==> config.mk <==
export PLATFORM = sky130hd
export DESIGN_NAME = paged_spi_register_access
export DESIGN_NICKNAME = d
export VERILOG_FILES = /design/src/psra_pkg.sv /design/src/psra_ctrl.sv /design/src/psra_dp.sv /design/src/paged_spi_register_access.sv
export SDC_FILE = /design/constraint.sdc
export NUM_CORES = 1
export LEC_CHECK = 0
export ABC_AREA = 1
export BUFFER_PORTS_ARGS = -buffer_cell sky130_fd_sc_hd__buf_2
export CAP_MARGIN = 0
export CORE_UTILIZATION = 40
export DETAILED_ROUTE_END_ITERATION = 6
export GPL_TIMING_DRIVEN = 0
export SLEW_MARGIN = 0
export SYNTH_ARGS = -nofsm -noshare
export SYNTH_HDL_FRONTEND = slang
export SYNTH_HIERARCHICAL = 1
export SYNTH_SLANG_ARGS = --single-unit
==> constraint.sdc <==
create_clock -name clock -period 3.4 [get_ports clock]
set_clock_uncertainty 0.15 [all_clocks]
set_input_delay 0.68 -clock clock [delete_from_list [all_inputs] [get_ports clock]]
set_output_delay 0.68 -clock clock [all_outputs]
set_load 0.01 [all_outputs]
==> src/psra_pkg.sv <==
`timescale 1ns / 1ps

package psra_pkg;

   localparam int NUM_CHIPS = 4;
   localparam int CHIP_W    = 2;

   // request operation codes
   localparam logic [1:0] OP_READ  = 2'd0;
   localparam logic [1:0] OP_WRITE = 2'd1;
   localparam logic [1:0] OP_RESET = 2'd2;
   localparam logic [1:0] OP_START = 2'd3;

   // frame bytes
   localparam logic [7:0] PAGE_REG_ADDR = 8'h1F;
   localparam logic [7:0] PAGE_CMD_BYTE = 8'h7E;
   localparam logic [7:0] WRITE_FLAG    = 8'h40;
   localparam logic [7:0] RESET_CMD     = 8'h80;
   localparam logic [7:0] START_CMD     = 8'hE0;
   localparam logic [7:0] IDLE_BYTE     = 8'hFF;

   typedef struct packed {
      logic [1:0]        operation;
      logic [CHIP_W-1:0] chip;
      logic [7:0]        address;
      logic [23:0]       write_data;
      logic              continuous;
   } req_type;

   typedef struct packed {
      logic [CHIP_W-1:0] select_chip;
      logic [7:0]        tx_byte;
      logic              frame_end;
      logic              last;
   } rsp_type;

   typedef enum logic [1:0] {
      ST_IDLE,
      ST_PAGE,
      ST_ACCESS,
      ST_SINGLE
   } ctrl_state_type;

   typedef enum logic [1:0] {
      PH_PAGE,
      PH_ACCESS,
      PH_SINGLE
   } phase_type;

   // controller to datapath
   typedef struct packed {
      logic       load;
      logic       emit;
      phase_type  phase;
      logic [1:0] idx;
      logic       frame_end;
      logic       last;
   } cmd_type;

   // datapath to controller, valid for the request on the input ports
   typedef struct packed {
      logic ignore;
      logic access;
      logic need_page;
   } status_type;

endpackage

==> src/psra_ctrl.sv <==
`timescale 1ns / 1ps

module psra_ctrl (
   input  logic                 clock,
   input  logic                 reset,
   input  logic                 start,
   output logic                 busy,
   input  psra_pkg::status_type status,
   output psra_pkg::cmd_type    cmd
);
   import psra_pkg::*;

   ctrl_state_type state_ff, state_in;
   logic [1:0]     cnt_ff, cnt_in;

   always_ff @(posedge clock) begin
      if (reset) begin
         state_ff <= ST_IDLE;
         cnt_ff   <= 2'd0;
      end else begin
         state_ff <= state_in;
         cnt_ff   <= cnt_in;
      end
   end

   always_comb begin
      state_in      = state_ff;
      cnt_in        = cnt_ff;
      busy          = 1'b1;
      cmd.load      = 1'b0;
      cmd.emit      = 1'b0;
      cmd.phase     = PH_SINGLE;
      cmd.idx       = cnt_ff;
      cmd.frame_end = 1'b0;
      cmd.last      = 1'b0;
      case (state_ff)
         ST_IDLE: begin
            busy   = 1'b0;
            cnt_in = 2'd0;
            if (start) begin
               cmd.load = 1'b1;
               if (status.ignore) begin
                  state_in = ST_IDLE;
               end else if (!status.access) begin
                  state_in = ST_SINGLE;
               end else if (status.need_page) begin
                  state_in = ST_PAGE;
               end else begin
                  state_in = ST_ACCESS;
               end
            end
         end
         ST_PAGE: begin
            cmd.emit      = 1'b1;
            cmd.phase     = PH_PAGE;
            cmd.frame_end = (cnt_ff == 2'd3);
            cnt_in        = cnt_ff + 2'd1;
            if (cnt_ff == 2'd3) begin
               state_in = ST_ACCESS;
            end
         end
         ST_ACCESS: begin
            cmd.emit      = 1'b1;
            cmd.phase     = PH_ACCESS;
            cmd.frame_end = (cnt_ff == 2'd3);
            cmd.last      = (cnt_ff == 2'd3);
            cnt_in        = cnt_ff + 2'd1;
            if (cnt_ff == 2'd3) begin
               state_in = ST_IDLE;
            end
         end
         ST_SINGLE: begin
            cmd.emit      = 1'b1;
            cmd.phase     = PH_SINGLE;
            cmd.frame_end = 1'b1;
            cmd.last      = 1'b1;
            state_in      = ST_IDLE;
         end
         default: begin
            state_in = ST_IDLE;
         end
      endcase
   end

endmodule

==> src/psra_dp.sv <==
`timescale 1ns / 1ps

module psra_dp (
   input  logic                 clock,
   input  logic                 reset,
   input  psra_pkg::req_type    req_item,
   input  psra_pkg::cmd_type    cmd,
   output psra_pkg::status_type status,
   output logic                 rsp_strobe,
   output psra_pkg::rsp_type    rsp_item
);
   import psra_pkg::*;

   req_type    req_ff;
   logic [2:0] page_ff  [NUM_CHIPS];
   logic       known_ff [NUM_CHIPS];
   logic       strobe_ff;
   rsp_type    rsp_ff, rsp_in;

   logic       chip_ok;
   logic       in_access;
   logic [2:0] in_page;
   logic [4:0] reg_sel;
   logic [7:0] cmd_byte;

   assign chip_ok   = ({{(32-CHIP_W){1'b0}}, req_item.chip} < 32'(NUM_CHIPS));
   assign in_access = (req_item.operation inside {OP_READ, OP_WRITE});
   assign in_page   = req_item.address[7:5];

   always_comb begin
      status.ignore    = !chip_ok;
      status.access    = in_access;
      status.need_page = 1'b0;
      if (chip_ok && in_access && (req_item.address != PAGE_REG_ADDR)) begin
         status.need_page = !known_ff[req_item.chip] ||
                            (page_ff[req_item.chip] != in_page);
      end
   end

   // page cache follows the request at acceptance
   always_ff @(posedge clock) begin
      if (reset) begin
         for (int i = 0; i < NUM_CHIPS; i++) begin
            known_ff[i] <= 1'b0;
            page_ff[i]  <= 3'd0;
         end
      end else if (cmd.load && status.need_page) begin
         known_ff[req_item.chip] <= 1'b1;
         page_ff[req_item.chip]  <= in_page;
      end
   end

   always_ff @(posedge clock) begin
      if (cmd.load) begin
         req_ff <= req_item;
      end
   end

   assign reg_sel  = req_ff.address[4:0];
   assign cmd_byte = {2'b00, reg_sel, 1'b0};

   always_comb begin
      rsp_in.select_chip = req_ff.chip;
      rsp_in.frame_end   = cmd.frame_end;
      rsp_in.last        = cmd.last;
      rsp_in.tx_byte     = IDLE_BYTE;
      case (cmd.phase)
         PH_PAGE: begin
            case (cmd.idx)
               2'd0:    rsp_in.tx_byte = PAGE_CMD_BYTE;
               2'd3:    rsp_in.tx_byte = {5'd0, req_ff.address[7:5]};
               default: rsp_in.tx_byte = 8'h00;
            endcase
         end
         PH_ACCESS: begin
            if (req_ff.operation == OP_WRITE) begin
               case (cmd.idx)
                  2'd0:    rsp_in.tx_byte = cmd_byte | WRITE_FLAG;
                  2'd1:    rsp_in.tx_byte = req_ff.write_data[23:16];
                  2'd2:    rsp_in.tx_byte = req_ff.write_data[15:8];
                  default: rsp_in.tx_byte = req_ff.write_data[7:0];
               endcase
            end else begin
               rsp_in.tx_byte = (cmd.idx == 2'd0) ? cmd_byte : IDLE_BYTE;
            end
         end
         PH_SINGLE: begin
            if (req_ff.operation == OP_RESET) begin
               rsp_in.tx_byte = RESET_CMD;
            end else begin
               rsp_in.tx_byte = START_CMD | {4'd0, req_ff.continuous, 3'd0};
            end
         end
         default: rsp_in.tx_byte = IDLE_BYTE;
      endcase
   end

   always_ff @(posedge clock) begin
      if (reset) begin
         strobe_ff <= 1'b0;
      end else begin
         strobe_ff <= cmd.emit;
      end
   end

   always_ff @(posedge clock) begin
      if (cmd.emit) begin
         rsp_ff <= rsp_in;
      end
   end

   assign rsp_strobe = strobe_ff;
   assign rsp_item   = rsp_ff;

endmodule

==> src/paged_spi_register_access.sv <==
`timescale 1ns / 1ps
// first byte beat appears after the request is taken, through the state register and the output register
// throughput: one byte beat per cycle while busy; a request holds busy while it sends
// its 1, 4 or 8 bytes, then start may be taken the next cycle
// reset: synchronous, clears the controller, the output strobe and the page cache
// results are strobed for one cycle; the receiver cannot stall

module paged_spi_register_access (
   input  logic              clock,
   input  logic              reset,
   input  logic              start,
   output logic              busy,
   input  psra_pkg::req_type req_item,
   output logic              rsp_strobe,
   output psra_pkg::rsp_type rsp_item
);
   import psra_pkg::*;

   // command and status between sequencer and datapath
   cmd_type    cmd;
   status_type status;

   // sequencer: page frame (when the cache misses), access frame, or single byte
   psra_ctrl u_ctrl (
      .clock  (clock),
      .reset  (reset),
      .start  (start),
      .busy   (busy),
      .status (status),
      .cmd    (cmd)
   );

   // datapath: request register, per-chip page cache and byte selection
   psra_dp u_dp (
      .clock      (clock),
      .reset      (reset),
      .req_item   (req_item),
      .cmd        (cmd),
      .status     (status),
      .rsp_strobe (rsp_strobe),
      .rsp_item   (rsp_item)
   );

endmodule
==> results of run 1 <==
[cells by family (layout without fill, tap and decap cells)]
group	count (synthesis)	count (layout)	share of synthesized area
flip-flops	70	70	0.641
other	1	1	0.00117
adder cells (fa/ha/maj)	12	12	0.0469
AO/OA/AOI/OAI	47	47	0.0899
buffers and inverters	50	121	0.0645
AND/OR/NAND/NOR	114	114	0.157
[per-stage QoR]
step | setup slack (ns) | cell area (um2)
CTS | 1.06 | 3870
global route | 0.853 | 3870
detailed placement | 0.760 | 3630
finish | 1.06 | 3870
global placement | 0.113 | 3590
floorplan | 0.729 | 3200
[how the worst max path moves through the flow]
stage / from / end / slack [ns] / cells past startpoint
finish: u_ctrl/state_ff[0] / u_dp/page_ff[3][1] / 1.06 / 7
global route: u_ctrl/state_ff[0] / u_dp/page_ff[3][1] / 0.85 / 7
CTS: u_ctrl/state_ff[0] / u_dp/page_ff[3][1] / 1.06 / 7
detailed placement: req_item[31] / u_dp/page_ff[3][1] / 0.76 / 7
global placement: start / u_dp/page_ff[3][1] / 0.11 / 5
floorplan: u_ctrl/state_ff[0] / u_dp/known_ff[2] / 0.73 / 6
[final cells by class]
cell class | count | area [um2]
fill | 709 | 3860
sequential | 70 | 2050
multi-input combinational | 174 | 943
timing repair buffer | 55 | 300
inverter | 42 | 158
clock buffer | 10 | 128
tap | 102 | 128
clock inverter | 6 | 110
buffer | 8 | 48.8
[flip-flops by register name, indices dropped and copies added (netlist names)]
name / count
u_dp/req_ff: 32
u_dp/page_ff: 12
u_dp/rsp_strobe: 1
u_dp/rsp_item: 12
u_dp/cmd_byte: 5
u_dp/known_ff: 4
u_ctrl/cnt_ff: 2
u_ctrl/state_ff: 2
[routing by layer]
layer  wire length (um)  vias up
met3                230        9
met4                111        0
met2               2820       48
met1               2860      994
li1                   -     1138
met5                  0        -
[layout by cell type (no fill, tap or decap), types with 2 or more instances in the layout]
cell,count
dfxtp_1,5
o311ai_0,4
nand4_1,4
buf_4,3
ha_1,12
nor3_1,4
nand3_1,10
nand2_1,57
nand3_2,5
a22o_1,4
inv_2,2
a221oi_1,2
clkbuf_8,9
bufinv_16,3
o21ai_0,15
inv_1,40
nor2_1,30
a21oi_1,17
edfxtp_1,65
nand2_2,2
clkbuf_1,5
buf_2,53
[power by group]
part	switching, mW	internal (mW)	total, mW
Clock	0.307	0.486	0.793
Sequential	0.0716	1.22	1.29
Combinational	0.459	0.272	0.730
==> impl_results.md, run 1 <==
* Status: finished clean
* Final number of setup-violating endpoints at 0
* Vias per cell at 4.69
* Drt total wl at ~6 mm
* Hold path depth at 0
* GRT Total Usage at 0.157
* Die Height at about 91 um
* CTS tree: yes
* Num CTS Buffers at 9
* MaxCap Viol Count at 0
* Slowest CP cell: o21ai_0
* Total number of yosys warnings at 6
* Worst path bufs/invs at 3
* Worst min path class: reg2reg
* First-pass GRT wire length at roughly 9.8 mm
* Synth area leader: edfxtp_1
* P_leak at between 1.5 and 2 nW
* Layout Utilization at 0.500
* Dominant cells by area after synthesis: edfxtp_1 (61%), nand2_1 (6.7%), ha_1 (4.7%)
* Setup crit end kind: flip-flop
* Pwr per Cell Area at 729 nW/um2
* Dominant register cell in the synthesized netlist: edfxtp_1
* # rows at 32
* Clk pin slew, worst setup/hold paths at about 0.07 ns
* Pins Over Slew Limit at 0
* Final hold vios at 0
* Cell with the most instances after synthesis: edfxtp_1
* Crit-path cells: inv_1, ha_1, nand2_1, inv_1, buf_12, nand3_2, o21ai_0
* Netlist Area Pre-Place at between 3000 and 4000 um2
* WL per Instance at around 13 um
* Hold path startpoint: u_dp/req_ff[33]
* Grt met3 use at 0.0268
* Synth cell types at 28
* Final period utilization at 0.688
* # hold bufs at CTS at 0
* Relative max-transition margin at 0.547
* Ant diodes at 0
* Post-synthesis to final-layout area growth at 20.8%
* GR Util met2 at 0.242
* First-pass detailed-route iteration total at 4
* Total setup buffers inserted after CTS at 0
* Drc violations at 0
* Largest net degree at the start of global routing at 26
* Port Buf Inserts at 53
* Hold_ws at ~0.27 ns
* Internal reg-to-reg setup slack at between 1 and 1.5 ns
* Post-synthesis sequential area ratio at 0.641
* Pwr Total at around 2.8 mW
* Number of flops mapped to enable cells by yosys at 65
* Gpl congestion at 0.773
* H-tree depth at 3
* CP dominant cell by count: inv_1
* CTS root buffer: clkbuf_8
* Crit Path Category: reg2reg
* Clock Sinks at 70
* Crit Reg-Reg Endpoint: u_dp/page_ff[3][1]
* Synth Register Bits at 70
* CTS resizes at 0
* Global routing's busiest layer: met2
* Placed Cells at 451
* Post-synth ARST share at 0
* Fin Setup TNS at 0 ns
* Final antenna-violating net count at 0
* Share of layout cells above drive strength 1 at 0.230
* Clk_lat worst skew at 0.34 ns
* Hold endpoint: u_dp/rsp_item[10]
* Finished Layout Cells at around 470
* Vias in the first global route at approximately 2,100
* Critical Path AT at between 2 and 2.5 ns
* Least-Margin Pin Slew at around 0.67 ns
* Die footprint at 8370 um2
* Worst-path fanout max at 25
* Synth Instances at around 290
* Min cycle time layout at approximately 2.3 ns
* Syn avg cell area at between 10 and 15 um2
* Vias post-DR at 2,189
* Post-synth net total at about 350
* CORE AREA at ~7700 um2
* DRT iter0 DRCs at 97
* Initial Util at 0.414
* Gr ovfl total at 0
* Max VDD drop at roughly 0.00027 V
* Antenna violations before repair at 0
* CTS Buffer Depth at 2
* Reg2Reg Depth at 7
* Die W at 91.5 um
* DP HPWL at 4.45 mm
* # IOs at between 50 and 60
* Met1 GRT Util at 0.205
* Fmax at 0.428 GHz
* Critical Path RT at 3.22 ns
* Crit path max-delay family: compound AO/OA/AOI/OAI gates
* Area share of the largest cell type after synthesis at 0.610
* Critical Path Start Type: flip-flop
* Unrepaired setup endpoints after global routing: false
* Reg2reg start: u_ctrl/state_ff[0]
* Crit-path max cell delay at 0.57 ns
* Synth cell count leaders: edfxtp_1 (65), nand2_1 (57), inv_1 (40), nor2_1 (30), a21oi_1 (17)
* Final Net Count at a little over 400
Power figures use the tool's default switching activity.
==> run 2: changes to the inputs <==
Clock period 3.4 ns to 2 ns, I/O delays scaled along.
==> run 2 against run 1 <==
Non-clock buffer count fell by 3. Clock-buffer cell count fell by 1. Routed wire length rose by 6.6%. Die area did not move. Clock power rose by 56%. Via count rose by 1.1%. Register-to-register slack got worse by 0.96 ns. Critical endpoint is now u_dp/rsp_item[3]. Highest routed layer unchanged.
==> impl_results.md, run 2 (synthesis gave the netlist of run 1 again) <==
* Status: finished clean (unchanged)
* Die footprint at 8370 um2 (unchanged)
* Most frequent cells in the layout: edfxtp_1 (65), nand2_1 (54), buf_2 (53), inv_1 (36), nor2_1 (30) (was edfxtp_1 (65), nand2_1 (57), buf_2 (53), inv_1 (40), nor2_1 (30))
* First-pass GRT wire length at 10.5 mm (was 9.76 mm)
* MaxCap Viol Count at 0 (unchanged)
* Antenna violations before repair at 0 (unchanged)
* Critical Path Start Type: flip-flop (unchanged)
* H-tree depth at 3 (unchanged)
* CORE AREA at 7730 um2 (unchanged)
* Setup crit end kind: flip-flop (unchanged)
* Worst-path fanout max at 10 (was 25)
* Grt met3 use at 0.0310 (was 0.0268)
* P_leak at 1.64 nW (was 1.65 nW)
* Clock Sinks at 70 (unchanged)
* GR Util met2 at 0.281 (was 0.242)
* Pins Over Slew Limit at 0 (unchanged)
* Fmax at 0.526 GHz (was 0.428 GHz)
* Fill count at 716 (was 709)
* Commonest non-fill, non-tap cell in the layout: edfxtp_1 (unchanged)
* Clk pin slew, worst setup/hold paths at 0.08 ns (was 0.07 ns)
* Initial Util at 0.414 (unchanged)
* Global routing's busiest layer: met2 (unchanged)
* Vias post-DR at 2,213 (was 2,189)
* Drc violations at 0 (unchanged)
* Ant diodes at 0 (unchanged)
* Unrepaired setup endpoints after global routing: true (was false)
* Reg power frac at 0.463 (was 0.459)
* DP Area at 3630 um2 (about the same)
* Gr ovfl total at 0 (unchanged)
* Critical Path AT at 1.80 ns (was 2.16 ns)
* Max VDD drop at 0.000403 V (was 0.000274 V)
* Logic pwr share at 0.278 (was 0.259)
* Final Net Count at 411 (was 412)
* Largest net degree at the start of global routing at 20 (was 26)
* Die Height at 91.5 um (unchanged)
* Pwr Total at 4.79 mW (was 2.82 mW)
* CTS tree: yes (unchanged)
* Max reg flops at 32 (unchanged)
* Clock network fraction of total power at 0.260 (was 0.282)
* Vias per cell at 4.75 (was 4.69)
* Drt total wl at 6.42 mm (was 6.02 mm)
* Vias in the first global route at 2,186 (was 2,072)
* Crit Path Category: reg2reg (unchanged)
* WL per Instance at 13.8 um (was 12.9 um)
* Switching Fraction at 0.314 (was 0.297)
* Gpl congestion at 0.816 (was 0.773)
* Final number of setup-violating endpoints at 0 (unchanged)
* Net Sw Power at 1.50 mW (was 838 uW)
* DRT iter0 DRCs at 84 (was 97)
* Share of layout cells above drive strength 1 at 0.288 (was 0.230)
* Int Power at 3.28 mW (was 1.98 mW)
* Pwr per Cell Area at 1230 nW/um2 (was 729 nW/um2)
* GRT Total Usage at 0.169 (was 0.157)
* # rows at 32 (unchanged)
* # IOs at 54 (unchanged)
* CTS root buffer: clkbuf_8 (unchanged)
* Final Cell Area at 3900 um2 (was 3870 um2)
* First-pass detailed-route iteration total at 5 (was 4)
* Min cycle time layout at 1.90 ns (was 2.34 ns)
* Critical Path RT at 1.90 ns (was 3.22 ns)
* Final antenna-violating net count at 0 (unchanged)
* Die W at 91.5 um (unchanged)
* Biggest register: u_dp/req_ff (unchanged)
* Worst min path class: in2reg (was reg2reg)
* Final hold vios at 0 (unchanged)
* DP HPWL at 4.54 mm (was 4.45 mm)
* Num CTS Buffers at 9 (unchanged)
* Clk_lat worst skew at 0.34 ns (about the same)
* Final period utilization at 0.951 (was 0.688)
* CTS Buffer Depth at 2 (unchanged)
* Met1 GRT Util at 0.212 (was 0.205)
* Post-synthesis to final-layout area growth at 21.8% (was 20.8%)
* Port Buf Inserts at 53 (unchanged)
-- run 2: cell types whose count changed in the layout (fill, tap and decap cells not counted), sizes merged --
| cell | delta |
|---|---|
| clkinvlp | +3 |
| bufinv | -1 |
| clkinv | +2 |
| clkbuf | -4 |
| inv | -1 |
-- run 2: path summary, 6_finish.rpt --
kind                    start           endpoint  slack (ns)  depth (start not counted)
min               req_item[3]     u_dp/req_ff[3]        0.08                          1
max          u_ctrl/cnt_ff[0]   u_dp/rsp_item[3]         0.1                          5
max reg2reg  u_ctrl/cnt_ff[0]   u_dp/rsp_item[3]         0.1                          5
min reg2reg   u_dp/req_ff[34]  u_dp/rsp_item[11]        0.27                          0
-- run 2: routing by layer --
metal  vias up  share of wire
li1       1134              -
met1      1021           0.46
met2        50           0.49
met3         8          0.035
met4         0          0.015
met5         -              0
-- run 2: what timing repair did --
action / 4_1_cts / 5_1_grt
pin swaps: 0 / 0
buffers inserted: 2 / 0
resized for setup: 5 / 8
cloned: 2 / 0
endpoints found under the setup margin: 76 / 20
hold buffers: 0 / 0
-- run 2: layout make-up --
| class | count | area [um2] | area share |
|---|---|---|---|
| Buffer | 5 | 37.5 | 0.00962 |
| Clock buffer | 9 | 124 | 0.0318 |
| Timing Repair Buffer | 55 | 280 | 0.0719 |
| Clock inverter | 7 | 98.8 | 0.0253 |
| Sequential cell | 70 | 2060 | 0.527 |
| Timing Repair inverter | 2 | 12.5 | 0.00321 |
| Tap cell | 102 | 128 | 0.0327 |
| Inverter | 42 | 164 | 0.0420 |
| Multi-Input combinational cell | 174 | 998 | 0.256 |
-- run 2: power groups by stage --
| stage | logic (mW) | registers (mW) | clock network (mW) |
|---|---|---|---|
| after floorplan | 0.788 | 2.29 | 0 |
| after detailed placement | 1.27 | 2.25 | 0 |
| after CTS | 1.32 | 2.22 | 1.27 |
| after global placement | 1.24 | 2.24 | 0 |
| after global routing | 1.50 | 2.25 | 1.33 |
| final | 1.33 | 2.21 | 1.24 |
-- run 2: through the flow --
stage / util / hold slack [ns] / std cells / TNS, ns / setup slack, ns
floorplan: - / 0.250 / 294 / -0.338 / -0.0290
global placement: 0.470 / 0.257 / 449 / -12.98 / -0.421
detailed placement: 0.470 / 0.259 / 449 / -14.92 / -0.452
CTS: 0.503 / 0.0620 / 468 / 0 / 0.000508
global route: 0.505 / 0.0634 / 466 / -0.287 / -0.0373
finish: 0.505 / 0.0791 / 466 / 0 / 0.0973
-- run 2: critical path, stage by stage (launching register included) --
cell,delay (ns)
dfxtp_2,0.39
ha_1,0.27
clkbuf_1,0.33
o21ai_0,0.17
o311ai_0,0.14
nand4_1,0.17
